**src/hw/rtl/shpd_pkg.sv**
```systemverilog
package shpd_pkg;

  // Number of payload bytes that carry result fields.
  localparam int unsigned FieldCount = 14;
  localparam int unsigned FieldIdxW  = $clog2(FieldCount);

  // Default packet payload length, at least FieldCount.
  localparam int unsigned PayloadBytesDef = 14;

  // Configuration port.
  localparam int unsigned CfgIdxW  = 2;
  localparam int unsigned CfgDataW = 8;

  localparam logic [CfgIdxW-1:0] CFG_SYNC_FIRST  = 2'd0;
  localparam logic [CfgIdxW-1:0] CFG_SYNC_SECOND = 2'd1;

  localparam logic [7:0] SyncFirstRst  = 8'hAA;
  localparam logic [7:0] SyncSecondRst = 8'h55;

  // Byte offsets of the result fields within the payload.
  localparam int unsigned AddrOffs   = 0;
  localparam int unsigned StatusOffs = 8;
  localparam int unsigned TempOffs   = 9;
  localparam int unsigned ResOffs    = 13;

  typedef logic [7:0] byte_t;

endpackage

```
**src/hw/rtl/sync_header_packet_deframer.sv**
```systemverilog
// A result appears on the output in the cycle after the last payload word is accepted.
// Throughput: one received word per cycle; the input stalls only while a result waits unread.
// The final payload word reaches the result register directly, bypassing the payload store.
// Reset (asynchronous, active low) returns the block to header hunting with no previous
// word held and restores the sync bytes to AA 55; the payload byte store is not cleared.
module sync_header_packet_deframer #(
  parameter int unsigned PAYLOAD_BYTES = shpd_pkg::PayloadBytesDef
) (
  input  logic                          clk_i,
  input  logic                          rst_ni,

  input  logic                          cfg_we_i,
  input  logic [shpd_pkg::CfgIdxW-1:0]  cfg_idx_i,
  input  logic [shpd_pkg::CfgDataW-1:0] cfg_wdata_i,

  input  logic                          in_valid_i,
  output logic                          in_ready_o,
  input  logic [7:0]                    rx_byte_i,

  output logic                          out_valid_o,
  input  logic                          out_ready_i,
  output logic [63:0]                   device_address_o,
  output logic [7:0]                    sensor_status_o,
  output logic [31:0]                   temperature_word_o,
  output logic [7:0]                    resolution_code_o
);
  import shpd_pkg::*;

  localparam int unsigned CntW = $clog2(PAYLOAD_BYTES);
  localparam logic [CntW-1:0] LastCnt  = CntW'(PAYLOAD_BYTES - 1);
  localparam logic [CntW-1:0] FieldCnt = CntW'(FieldCount);

  logic [7:0]     sync_first_q, sync_second_q;
  logic           collecting_q, collecting_d;
  byte_t          prev_byte_q, prev_byte_d;
  logic           prev_valid_q, prev_valid_d;
  logic [CntW-1:0] count_q, count_d;
  byte_t          field_q [FieldCount];
  byte_t          field_d [FieldCount];
  logic           out_valid_q, out_valid_d;
  logic [63:0]    addr_q;
  logic [7:0]     status_q, res_q;
  logic [31:0]    temp_q;

  logic in_acc;
  logic hdr_match;
  logic pkt_done;

  assign in_ready_o = !out_valid_q || out_ready_i;
  assign in_acc     = in_valid_i && in_ready_o;

  // Configuration registers.
  always_ff @(posedge clk_i or negedge rst_ni) begin
    if (!rst_ni) begin
      sync_first_q  <= SyncFirstRst;
      sync_second_q <= SyncSecondRst;
    end else if (cfg_we_i) begin
      case (cfg_idx_i)
        CFG_SYNC_FIRST:  sync_first_q  <= cfg_wdata_i;
        CFG_SYNC_SECOND: sync_second_q <= cfg_wdata_i;
        default: ;
      endcase
    end
  end

  assign hdr_match = prev_valid_q && (prev_byte_q == sync_first_q) &&
                     (rx_byte_i == sync_second_q);
  assign pkt_done  = collecting_q && (count_q == LastCnt);

  // The newest payload word is merged in here so that the final field byte
  // reaches the result register in the same cycle it arrives.
  always_comb begin
    for (int i = 0; i < FieldCount; i++) begin
      field_d[i] = field_q[i];
    end
    if (collecting_q && (count_q < FieldCnt)) begin
      field_d[count_q[FieldIdxW-1:0]] = rx_byte_i;
    end
  end

  always_comb begin
    collecting_d = collecting_q;
    prev_byte_d  = prev_byte_q;
    prev_valid_d = prev_valid_q;
    count_d      = count_q;
    if (in_acc) begin
      if (!collecting_q) begin
        if (hdr_match) begin
          collecting_d = 1'b1;
          count_d      = '0;
          prev_valid_d = 1'b0;
          prev_byte_d  = '0;
        end else begin
          prev_byte_d  = rx_byte_i;
          prev_valid_d = 1'b1;
        end
      end else if (pkt_done) begin
        collecting_d = 1'b0;
        count_d      = '0;
        prev_valid_d = 1'b0;
        prev_byte_d  = '0;
      end else begin
        count_d = count_q + 1'b1;
      end
    end
  end

  always_comb begin
    out_valid_d = out_valid_q;
    if (out_ready_i) begin
      out_valid_d = 1'b0;
    end
    if (in_acc && pkt_done) begin
      out_valid_d = 1'b1;
    end
  end

  always_ff @(posedge clk_i or negedge rst_ni) begin
    if (!rst_ni) begin
      collecting_q <= 1'b0;
      prev_byte_q  <= '0;
      prev_valid_q <= 1'b0;
      count_q      <= '0;
      out_valid_q  <= 1'b0;
    end else begin
      collecting_q <= collecting_d;
      prev_byte_q  <= prev_byte_d;
      prev_valid_q <= prev_valid_d;
      count_q      <= count_d;
      out_valid_q  <= out_valid_d;
    end
  end

  // Payload store and result register.
  always_ff @(posedge clk_i) begin
    if (in_acc && collecting_q) begin
      for (int i = 0; i < FieldCount; i++) begin
        field_q[i] <= field_d[i];
      end
    end
    if (in_acc && pkt_done) begin
      for (int k = 0; k < 8; k++) begin
        addr_q[8*k +: 8] <= field_d[AddrOffs + k];
      end
      status_q <= field_d[StatusOffs];
      for (int k = 0; k < 4; k++) begin
        temp_q[8*k +: 8] <= field_d[TempOffs + k];
      end
      res_q <= field_d[ResOffs];
    end
  end

  assign out_valid_o        = out_valid_q;
  assign device_address_o   = addr_q;
  assign sensor_status_o    = status_q;
  assign temperature_word_o = temp_q;
  assign resolution_code_o  = res_q;

`ifndef NO_ASSERTIONS
  // Collection only ends by completing a packet, which always loads a result.
  a_done_gives_result: assert property (@(posedge clk_i) disable iff (!rst_ni)
    $fell(collecting_q) |-> out_valid_q)
    else $error("packet ended without a result");

  // The counter is idle at zero while hunting.
  a_count_idle: assert property (@(posedge clk_i) disable iff (!rst_ni)
    !collecting_q |-> (count_q == '0))
    else $error("payload counter not cleared while hunting");

  // A word is never taken while a result is stuck at the output.
  a_no_overrun: assert property (@(posedge clk_i) disable iff (!rst_ni)
    (out_valid_q && !out_ready_i) |-> !in_acc)
    else $error("input accepted while result stalled");

  // The hunt history is dropped whenever a header is found.
  a_prev_cleared: assert property (@(posedge clk_i) disable iff (!rst_ni)
    $rose(collecting_q) |-> !prev_valid_q)
    else $error("previous word kept after header");
`endif

endmodule

```
**config.mk**
```make
export PLATFORM = sky130hd
export DESIGN_NAME = sync_header_packet_deframer
export DESIGN_NICKNAME = d
export VERILOG_FILES = /design/src/hw/rtl/shpd_pkg.sv /design/src/hw/rtl/sync_header_packet_deframer.sv
export SDC_FILE = /design/constraint.sdc
export NUM_CORES = 1
export LEC_CHECK = 0
export BUFFER_PORTS_ARGS = -buffer_cell sky130_fd_sc_hd__buf_4
export CAP_MARGIN = 30
export CORE_MARGIN = 2
export CORE_UTILIZATION = 51
export DETAILED_ROUTE_END_ITERATION = 6
export GPL_TIMING_DRIVEN = 0
export HOLD_SLACK_MARGIN = 0.1
export PLACE_DENSITY = 0.75
export RECOVER_POWER = 25
export SLEW_MARGIN = 20
export SYNTH_ARGS = -nofsm -noshare
export SYNTH_HDL_FRONTEND = slang
export SYNTH_SLANG_ARGS = --single-unit
```
**constraint.sdc**
```tcl
create_clock -name clk_i -period 9.9 [get_ports clk_i]
set_input_delay 1.98 -clock clk_i [delete_from_list [all_inputs] [get_ports clk_i]]
set_output_delay 1.98 -clock clk_i [all_outputs]
set_load 0.02 [all_outputs]
```
# After elaboration in Yosys (flattened, before gate mapping)
# Memory sizes are Yosys's and may differ from the RTL's.
# Index checks and enable logic that the tools add are counted.
word_totals:
  regBits: 143
  mem_bits_rw: 112
  input_bits: 23
  out_inout_bits: 114
  wordCells: 59
  mem_count: 1
op_classes:
  addsub: 1
  n_lt_le_gt_ge: 3
  n_eq_ne: 5
  mux: 20
  bitwise_logic: 1
  reduce_logical: 17
memory_table:
  columns: ["memory", "depth", "width", "read_ports", "rd_ports_with_merged_regs", "wr", "line_no", "rtl"]
  rows:
  - ["field_q", 14, 8, 14, 0, 14, "sync_header_packet_deframer.sv:38", "byte_t field_q [FieldCount];"]
ops:
  columns: ["operator", "n"]
  rows:
  - ["112-bit bitwise mux", 1]
  - ["112-bit two-way mux", 1]
  - ["8-bit demux with 4-bit select", 1]
  - ["8-bit two-way mux", 4]
  - ["8-bit equality test", 2]
  - ["4-bit two-way mux", 3]
  - ["1-bit two-way mux", 10]
  - ["1-bit logical AND", 8]
  - ["2-bit AND reduction", 4]
  - ["5-bit greater-or-equal comparator, second input constant", 1]
  - ["5-bit by 1-bit < comparator with 1-bit output, second input constant", 1]
  - ["4-bit inverter with 5-bit output", 1]
  - ["4-bit by 1-bit adder with 4-bit output, second input constant", 1]
  - ["4-bit equality test, second input constant", 1]
  - ["4-bit < comparator, second input constant", 1]
  - ["2-bit nonzero test", 2]
  - ["2-bit by 1-bit equality test with 1-bit output, second input constant", 1]
  - ["2-bit logical NOT", 1]
  - ["2-bit by 1-bit != test with 1-bit output, second input constant", 1]
  - ["1-bit logical NOT", 1]
  - ["1-bit logical OR", 1]

# Logic depth before layout (Yosys ltp)
# Gate-level depths: netlist (run 1).
depth:
  depth_word: 7
  ltp_mapped: 7

# Least setup slack after synthesis (run 1)
# Ideal clock, no wire load.
synth_timing:
  path_kind: "in2reg"
  from: "input out_ready_i"
  to: "register addr_q[0] (netlist: device_address_o[0]), enable pin"
  setup_ns: 0.719
  arrival_ns: 10.304
  slack_ns: -1.123
  stages: 4
  path_buffers: 1
  path_cell_list: "nand2b_1 -> nand2_1 -> clkbuf_1 -> nor3_1"
synth_between:
  elab_chain_cells: 3
synth_rtl:
  columns: ["item", "line_no", "rtl"]
  rows:
  - ["from (decl)", "sync_header_packet_deframer.sv:21", "input logic out_ready_i,"]
  - ["1-bit logical OR", "sync_header_packet_deframer.sv:49", "assign in_ready_o = !out_valid_q || out_ready_i;"]
  - ["1-bit logical AND", "sync_header_packet_deframer.sv:50", "assign in_acc = in_valid_i && in_ready_o;"]
  - ["1-bit logical AND", "sync_header_packet_deframer.sv:141", "if (in_acc && pkt_done) begin"]
  - ["to (signal, indexed assignment)", "sync_header_packet_deframer.sv:143", "addr_q[8*k +: 8] <= field_d[AddrOffs + k];"]
  - ["to (decl)", "sync_header_packet_deframer.sv:41", "logic [63:0] addr_q;"]
# Every way passes these cells.
# A chain may end at the register's enable or synchronous reset.

# Final worst setup path (run 1)
layout_timing:
  from: "input out_ready_i"
  to: "output in_ready_o"
layout_between:
  elab_chain_cells: 1
layout_rtl:
  columns: ["item", "line_no", "rtl"]
  rows:
  - ["1-bit logical OR", "sync_header_packet_deframer.sv:49", null]
  - ["to (decl)", "sync_header_packet_deframer.sv:17", "output logic in_ready_o,"]
# Every way passes these cells.

==> flow_summary_export.csv, run 1 <==
group,metric,value,unit
layout,fill_cells,1300,
yosys,synth.most_common_cell,"edfxtp_1",
clock_network,clk_latency,530,ps
clock_network,post_cts_buffers,0,
worst_setup_path,crit_top_cell,"buf_4",
worst_setup_path,cp-end-kind,"primary output",
layout,fin_nets,774,
yosys,synth_top_area_share,70.0,%
placed_design,place_congestion,0.857,
layout,syn2layout_area_growth,24.2,%
global_routing,grt_max_degree,32,
yosys,synth-seq-area-share,78.2,%
sta,whs,497,ps
floorplan,core_area,18600,um2
floorplan,die_h,141,um
worst_setup_path,reg2reg_to,"device_address_o[47]",
global_routing,grt_overflow,0,
placed_design,place_area,11200,um2
layout,drive_above_1_share,30.0,%
pwr,power.leakage,4.48,nW
yosys,synth.distinct_cells,37,
worst_setup_path,r2r_slack,7110,ps
worst_hold_path,min_to,"prev_valid_q",
sta,fin_tns_setup,0,ps
yosys,synth_area,9610,um2
sta,tightest_slew,1670,ps
yosys,ys.flop_type,"edfxtp_1",
global_routing,grt_pass1_wl,31300,um
worst_setup_path,startpoint_type,"input pin",
worst_setup_path,rr_worst_depth,7,
route,drc,0,
yosys,synth_edf_count,224,
outcome,violations,"max-capacitance violations, max-slew violations",
route,drt_pass1_iterations,5,
worst_setup_path,crit_type,"in -> out",
worst_hold_path,hold_depth,2,
floorplan,num_io_pins,137,
route,drt_iter0_markers,520,
floorplan,die_width,141,um
sta,fin_crit_sh,45.4,%
yosys,syn_inst,573,
job,maxCapViolations,1,
sta,final.min_clock_period,4500,ps
worst_setup_path,crit_arrival,2520,ps
route,routed_wl,20400,um
yosys,synth_area_leaders,"edfxtp_1 70%, mux2_2 7.5%, dfrtp_1 6.0%",
global_routing,grt_usage,20.4,%
clock_network,h-tree-depth,1,
sta,clock.fmax,222,MHz
placed_design,port_buffers,136,
yosys,syn_nets,600,
worst_setup_path,path_delay_family,"buffers and inverters",
sta,finalMaxSlewViolations,32,
worst_hold_path,hold_start,"prev_valid_q",
pwr,power_density,288,nW/um2
yosys,synthArstFlopShare,12.2,%
yosys,synth_warnings,0,
sta,skew,16.7,ps
placed_design,place.detailed.hpwl,13500,um
layout,diodes,0,
floorplan,initial_core_util,51.7,%
outcome,outcome,"complete, but fails checks",
worst_hold_path,hold_path.class,"reg -> reg",
route,via_per_inst,5.60,
floorplan,row_count,50,
worst_setup_path,critical_path_buf_inv_count,2,
global_routing,antenna_found_initial,0,
clock_network,ctsResizeCount,0,
clock_network,path_clk_slew,70,ps
worst_setup_path,critPathMaxStageDelay,220,ps
global_routing,grt_pass1_vias,5607,
worst_setup_path,cp_slowest_cell,"nand2b_1",
route,wl_per_cell,20.4,um
yosys,synth_area_leader_cell,"edfxtp_1",
worst_setup_path,cp_max_fo,4,
yosys,ys_seq_elements,255,
yosys,synth_common_cells,"224 x edfxtp_1, 82 x nand2_1, 65 x o21ai_0",
floorplan,die_area,19900,um2
clock_network,clkSinkCount,255,
clock_network,cts_buffer_depth,3,
pwr,max-vdd-ir-drop,0.166,mV
clock_network,root_buffer,"clkbuf_16",
sta,finalHoldViolations,0,
route,antenna_left,0,
worst_setup_path,required,7920,ps
yosys,syn_avg_cell_area,16.8,um2
sta,setup_viol,0,
layout,fin_area,11900,um2
route,vias,5599,
clock_network,cts.hold.buffers_added,0,
worst_setup_path,crit-reg2reg-launch,"out_valid_o",
clock_network,cts_made_buffers,25,
worst_setup_path,path_cells,"buf_4, nand2b_1, buf_4",
sta,rsz0062_at_grt,"false",
clock_network,cts_tree,"yes",
sta,slew_headroom,-11.4,%
## how the worst max path moves through the flow
stage                           start            endpoint  slack [ps]  cells past startpoint
after floorplan           out_ready_i          count_q[0]        2150                      5
after global placement    out_ready_i          count_q[0]         270                      6
after detailed placement  out_ready_i  sensor_status_o[2]        5430                      8
after CTS                 out_ready_i          in_ready_o        5410                      3
after global routing      out_ready_i          in_ready_o        5410                      3
final                     out_ready_i          in_ready_o        5400                      3
## sequential cells by signal, indices dropped and copies added (netlist names)
signal / count
prev_byte_q: 8
sync_first_q: 8
sensor_status_o: 8
count_q: 4
field_q: 112
sync_second_q: 8
device_address_o: 64
collecting_q: 1
resolution_code_o: 8
out_valid_o: 1
prev_valid_q: 1
temperature_word_o: 32
## kinds of logic (layout without fill, tap and decap cells)
family	count (synthesis)	after routing	share of synthesized area, %
adder cells (fa/ha/maj)	4	4	0.521
buffers and inverters	31	224	1.50
AND/OR/NAND/NOR	116	116	5.28
XOR/XNOR	16	16	1.46
multiplexers	64	64	7.50
AO/OA/AOI/OAI	87	87	5.54
flip-flops	255	255	78.2
## through the flow
step	worst slack [ps]	utilization [%]	power (mW)	instances
after floorplan	2150	-	2.22	573
after global placement	274	58.8	2.46	943
after detailed placement	5430	60.0	2.53	954
after CTS	5410	64.4	3.47	1000
after global routing	5410	64.2	3.59	1000
final	5400	64.2	3.44	1000
## metal layers
layer | GRT usage [%] | up-vias | wire length, um
li1 | - | 2517 | -
met5 | 0 | - | 0
met3 | 5.67 | 35 | 1970
met2 | 33.1 | 270 | 9710
met1 | 28.0 | 2777 | 8340
met4 | 4.79 | 0 | 363
## layout by cell type (no fill, tap or decap), drive strengths merged
master / instances
a211o: 1
a21oi: 2
a221oi: 1
a22oi: 1
a31oi: 2
and2: 4
and3: 1
buf: 146
bufinv: 3
clkbuf: 55
clkinv: 6
clkinvlp: 1
dfrtp: 23
dfstp: 8
edfxtp: 224
ha: 4
inv: 13
mux2: 64
nand2: 82
nand2b: 2
nand3: 5
nand3b: 1
nand4: 4
nand4b: 1
nor2: 10
nor3: 4
nor3b: 1
nor4: 1
o21ai: 66
o31ai: 5
o41ai: 9
xnor2: 16
## power breakdown
group / switching [mW] / total [mW] / internal [mW]
Combinational: 0.506 / 0.805 / 0.299
Clock: 0.386 / 0.938 / 0.552
Sequential: 0.0916 / 1.69 / 1.60
## worst reg2reg max path: stages, from the launching register on
cell and delay, ps:
dfrtp_1 400, nand2b_1 190, nand2_1 250, clkbuf_1 370, nor3_4 690, buf_16 230, buf_8 170, buf_8 190
## layout make-up
type                    count  area [um2]  share of cell area, %
well taps                 234         293                   2.46
clock buffers              35         673                   5.64
clock inverters            11         131                   1.10
multi-input cells         287        1970                   16.5
inverters                  12        45.0                  0.378
plain buffers              19        98.8                  0.829
repair buffers            147        1200                   10.1
flip-flops and latches    255        7510                   63.0
No activity file was read; power rests on OpenSTA's default activity.
==> run 2: changes to the inputs <==
- clock period: 9.9 -> 3.7 ns (I/O delays scaled with it)
==> flow_summary_export.csv, run 2 (synthesized netlist as in run 1, its figures left out) <==
group,metric,value,unit
sta,final.min_clock_period,2980,ps
route,drt_pass1_iterations,5,
worst_setup_path,required,3840,ps
worst_setup_path,crit_arrival,3120,ps
route,antenna_left,0,
layout,fin_nets,775,
floorplan,core_area,18600,um2
placed_design,place_congestion,0.846,
clock_network,cts_made_buffers,26,
placed_design,place_area,11200,um2
worst_hold_path,hold_depth,2,
layout,regMostFlops,"field_q",
route,vias,5480,
placed_design,dp_cells,954,
floorplan,initial_core_util,51.7,%
route,via_per_inst,5.47,
global_routing,grt_usage,20.2,%
layout,final_cell_mix,"224 x edfxtp_1, 112 x buf_4, 82 x nand2_1, 65 x o21ai_0, 64 x mux2_2",
pwr,p_switching,2.61,mW
worst_hold_path,hold_path.class,"in -> reg",
global_routing,grt_pass1_vias,5513,
clock_network,root_buffer,"clkbuf_16",
layout,diodes,0,
pwr,combPwrFrac,23.1,%
clock_network,h-tree-depth,1,
sta,clock.fmax,336,MHz
sta,finalHoldViolations,0,
layout,drive_above_1_share,32.7,%
layout,syn2layout_area_growth,23.6,%
pwr,clockPowerShare,27.6,%
sta,rsz0062_at_grt,"false",
route,drt_iter0_markers,333,
worst_setup_path,cp.depth,4,
worst_setup_path,path_delay_family,"simple AND/OR/NAND/NOR gates",
floorplan,row_count,50,
sta,skew,13.3,ps
route,routed_wl,20200,um
pwr,p_sw_share,28.4,%
clock_network,path_clk_slew,60,ps
placed_design,port_buffers,136,
worst_setup_path,path_cells,"nand2b_1, nand2_1, nor2_1, clkbuf_2",
floorplan,die_width,141,um
pwr,max-vdd-ir-drop,0.433,mV
sta,finalMaxSlewViolations,32,
sta,fin_ws,725,ps
clock_network,ctsResizeCount,0,
clock_network,cts_buffer_depth,3,
clock_network,cts.hold.buffers_added,0,
layout,fin_util,63.9,%
worst_setup_path,cp_slowest_cell,"nor2_1",
clock_network,clkSinkCount,255,
clock_network,clk_latency,520,ps
sta,fin_tns_setup,0,ps
layout,final-instance-count-excl-fill,1002,
global_routing,grt_max_degree,32,
worst_setup_path,startpoint_type,"flip-flop",
route,wl_per_cell,20.2,um
sta,whs,463,ps
global_routing,grt_pass1_wl,30700,um
outcome,violations,"max-capacitance violations, max-slew violations",
worst_setup_path,critical_path_buf_inv_count,1,
placed_design,place.detailed.hpwl,13600,um
outcome,outcome,"complete, but fails checks",
worst_setup_path,critPathMaxStageDelay,1050,ps
worst_setup_path,cp_max_fo,30,
pwr,power_density,775,nW/um2
worst_setup_path,crit_type,"reg -> reg",
pwr,power.leakage,4.43,nW
sta,setup_viol,0,
sta,slew_headroom,-8.99,%
sta,tightest_slew,1630,ps
clock_network,cts_tree,"yes",
worst_setup_path,rr_worst_depth,4,
layout,fin_area,11900,um2
pwr,seqPwrFrac,49.2,%
route,drc,0,
floorplan,die_h,141,um
floorplan,die_area,19900,um2
job,maxCapViolations,1,
clock_network,post_cts_buffers,0,
global_routing,grt_overflow,0,
layout,mostFrequentLayoutCell,"edfxtp_1",
pwr,p_int,6.59,mW
worst_setup_path,cp-end-kind,"flip-flop",
pwr,p_total,9.21,mW
floorplan,num_io_pins,137,
global_routing,antenna_found_initial,0,
layout,largest_register_ffs,112,
sta,fin_crit_sh,80.4,%
placed_design,pre_cts_ws,947,ps
==> run 2: cell count changes in the layout (fill, tap and decap cells not counted), moves of 2 or more <==
cell / change
buf_16: -2
buf_4: -16
buf_8: +2
clkbuf_1: +12
clkbuf_16: +2
clkbuf_8: +2
clkinv_2: +3
mux2_1: -33
mux2_2: +33
==> run 2: cell type report <==
cell class | count | area, um2
repair buffers | 147 | 1110
clock inverters | 13 | 120
fillers | 1314 | 6710
inverters | 12 | 45.0
multi-input cells | 287 | 1960
clock buffers | 35 | 726
plain buffers | 19 | 109
flip-flops and latches | 255 | 7510
well taps | 234 | 293
==> run 2: worst reg2reg max path, stage by stage, from the launching register on <==
cell and delay, ps:
dfrtp_1 380, nand2b_1 170, nand2_1 210, nor2_1 1060, clkbuf_2 780
==> run 2: routing by layer <==
layer,share of wire [%],track usage [%],up-vias
li1,-,-,2504
met1,40,26.4,2710
met2,49,33.9,228
met3,8.3,5.60,38
met4,2.3,4.74,0
met5,0,0,-
==> run 2: worst paths after layout <==
path,start,to,slack (ps)
max,out_valid_o,field_q[0][52],720
min,cfg_wdata_i[1],sync_second_q[1],460
max reg2reg,out_valid_o,field_q[0][52],720
min reg2reg,prev_valid_q,prev_valid_q,490
max in group asynchronous,rst_ni,prev_byte_q[4],2120
min in group asynchronous,rst_ni,sync_first_q[4],630
==> run 2: power by group through the flow <==
stage	registers [mW]	clock network [mW]	logic (mW)
floorplan	4.75	0	1.17
global placement	4.60	0	1.92
detailed placement	4.59	0	2.18
CTS	4.54	2.60	2.19
global route	4.60	2.70	2.34
finish	4.53	2.54	2.13
==> run 3: changes to the inputs <==
- CORE_UTILIZATION: 51 -> 55
- PLACE_DENSITY: 0.75 -> 0.77
- clock period: 3.7 -> 2.8 ns (I/O delays scaled with it)
==> flow_summary_export.csv, run 3 (synthesized netlist as in run 1, its figures left out) <==
group,metric,value,unit
outcome,outcome,"complete, but fails checks",
outcome,violations,"max-capacitance violations, max-slew violations",
pwr,power_density,1050,nW/um2
floorplan,core_area,17200,um2
clock_network,root_buffer,"clkbuf_16",
placed_design,place.detailed.hpwl,13300,um
layout,largest_register_ffs,112,
worst_setup_path,crit_top_cell,"buf_8",
floorplan,die_area,18500,um2
floorplan,die_width,136,um
sta,setup_viol,0,
sta,rsz0062_at_grt,"false",
layout,regMostFlops,"field_q",
job,maxCapViolations,1,
floorplan,initial_core_util,55.9,%
global_routing,antenna_found_initial,0,
worst_setup_path,required,3020,ps
pwr,p_int,8.89,mW
route,wl_per_cell,20.1,um
layout,mostFrequentLayoutCell,"edfxtp_1",
clock_network,cts_buffer_depth,3,
global_routing,grt_usage,21.8,%
sta,whs,287,ps
worst_setup_path,cp-end-kind,"flip-flop",
floorplan,die_h,136,um
worst_hold_path,hold_path.class,"in -> reg",
sta,slew_headroom,-11.3,%
layout,drive_above_1_share,23.2,%
global_routing,grt_max_degree,32,
sta,finalHoldViolations,0,
worst_setup_path,crit_type,"reg -> reg",
clock_network,post_cts_buffers,0,
layout,fin_nets,776,
sta,skew,12.3,ps
sta,finalMaxSlewViolations,32,
route,routed_wl,19900,um
sta,fin_crit_sh,90.9,%
clock_network,cts_tree,"yes",
worst_setup_path,critical_path_buf_inv_count,3,
pwr,max-vdd-ir-drop,0.677,mV
pwr,clockPowerShare,29.1,%
clock_network,clk_latency,520,ps
layout,final_cell_mix,"224 x edfxtp_1, 116 x clkbuf_1, 82 x nand2_1, 65 x o21ai_0, 64 x mux2_2",
sta,final.min_clock_period,2540,ps
clock_network,cts_made_buffers,25,
clock_network,path_clk_slew,60,ps
floorplan,row_count,48,
sta,tightest_slew,1670,ps
pwr,p_switching,3.47,mW
placed_design,port_buffers,136,
clock_network,h-tree-depth,1,
worst_setup_path,startpoint_type,"flip-flop",
route,vias,5530,
route,drt_pass1_iterations,5,
global_routing,grt_pass1_vias,5560,
route,via_per_inst,5.57,
worst_setup_path,crit_arrival,2760,ps
worst_setup_path,path_delay_family,"simple AND/OR/NAND/NOR gates",
route,antenna_left,0,
floorplan,num_io_pins,137,
worst_setup_path,critPathMaxStageDelay,700,ps
sta,clock.fmax,393,MHz
pwr,combPwrFrac,22.4,%
global_routing,grt_pass1_wl,30600,um
worst_setup_path,path_cells,"nand2b_1, nand2_1, clkbuf_8, nor3_4, buf_8, buf_8",
placed_design,place_congestion,0.843,
pwr,seqPwrFrac,48.5,%
global_routing,grt_overflow,0,
layout,diodes,0,
worst_setup_path,cp_slowest_cell,"nor3_4",
worst_setup_path,cp_max_fo,16,
pwr,p_sw_share,28.1,%
route,drt_iter0_markers,470,
route,drc,0,
layout,fin_util,68.2,%
clock_network,clkSinkCount,255,
layout,syn2layout_area_growth,22.0,%
pwr,power.leakage,4.21,nW
## run 3: cell count changes in the layout (fill, tap and decap cells not counted), sizes merged
cell	change
dlygate4sd3	+1
inv	-1
clkinv	-4
clkbuf	+71
bufinv	+4
buf	-72
## run 3: stage by stage
stage	setup WS (ps)	TNS (ps)	total power, mW	instance area, um2	std cells
global route	59.4	0	12.9	11700	992
floorplan	-1330	-159840	7.82	9650	573
detailed placement	248	0	8.98	11200	946
global placement	-2460	-367920	8.63	11000	934
CTS	283	0	12.6	12100	992
finish	256	0	12.4	11700	992
## run 3: repair_timing
item,CTS,global route
hold endpoints to repair,23,0
resized for setup,0,0
endpoints found under the setup margin,0,0
hold buffers,1,0
## run 3: layer usage
| layer | part of all wire (%) | global-route usage, % |
|---|---|---|
| met5 | 0 | 0 |
| met4 | 1.9 | 5.44 |
| met3 | 8.8 | 5.44 |
| met2 | 49 | 36.4 |
| met1 | 40 | 29.2 |
## run 3: final timing paths
check,startpoint,to,slack [ps],cells after the start
worst min register to register,prev_valid_q,prev_valid_q,470,2
worst max register to register,out_valid_o,device_address_o[50],260,6
min in group asynchronous,rst_ni,sync_first_q[4],1020,2
worst max-delay path,out_valid_o,device_address_o[50],260,6
max in group asynchronous,rst_ni,count_q[3],800,2
worst min-delay path,cfg_wdata_i[5],sync_second_q[5],290,2
## run 3: cell type report
type | count | area (um2)
repair buffers | 149 | 908
flip-flops and latches | 255 | 7510
clock inverters | 12 | 230
inverters | 12 | 45.0
clock buffers | 33 | 666
well taps | 225 | 282
plain buffers | 19 | 109
multi-input cells | 287 | 1960
fillers | 1228 | 5460
## run 3: power groups by stage
stage	registers, mW	clock network, mW	logic [mW]
final	5.99	3.60	2.77
after global routing	6.07	3.80	3.07
after CTS	6.00	3.66	2.94
after detailed placement	6.07	0	2.92
after global placement	6.08	0	2.55
after floorplan	6.27	0	1.55
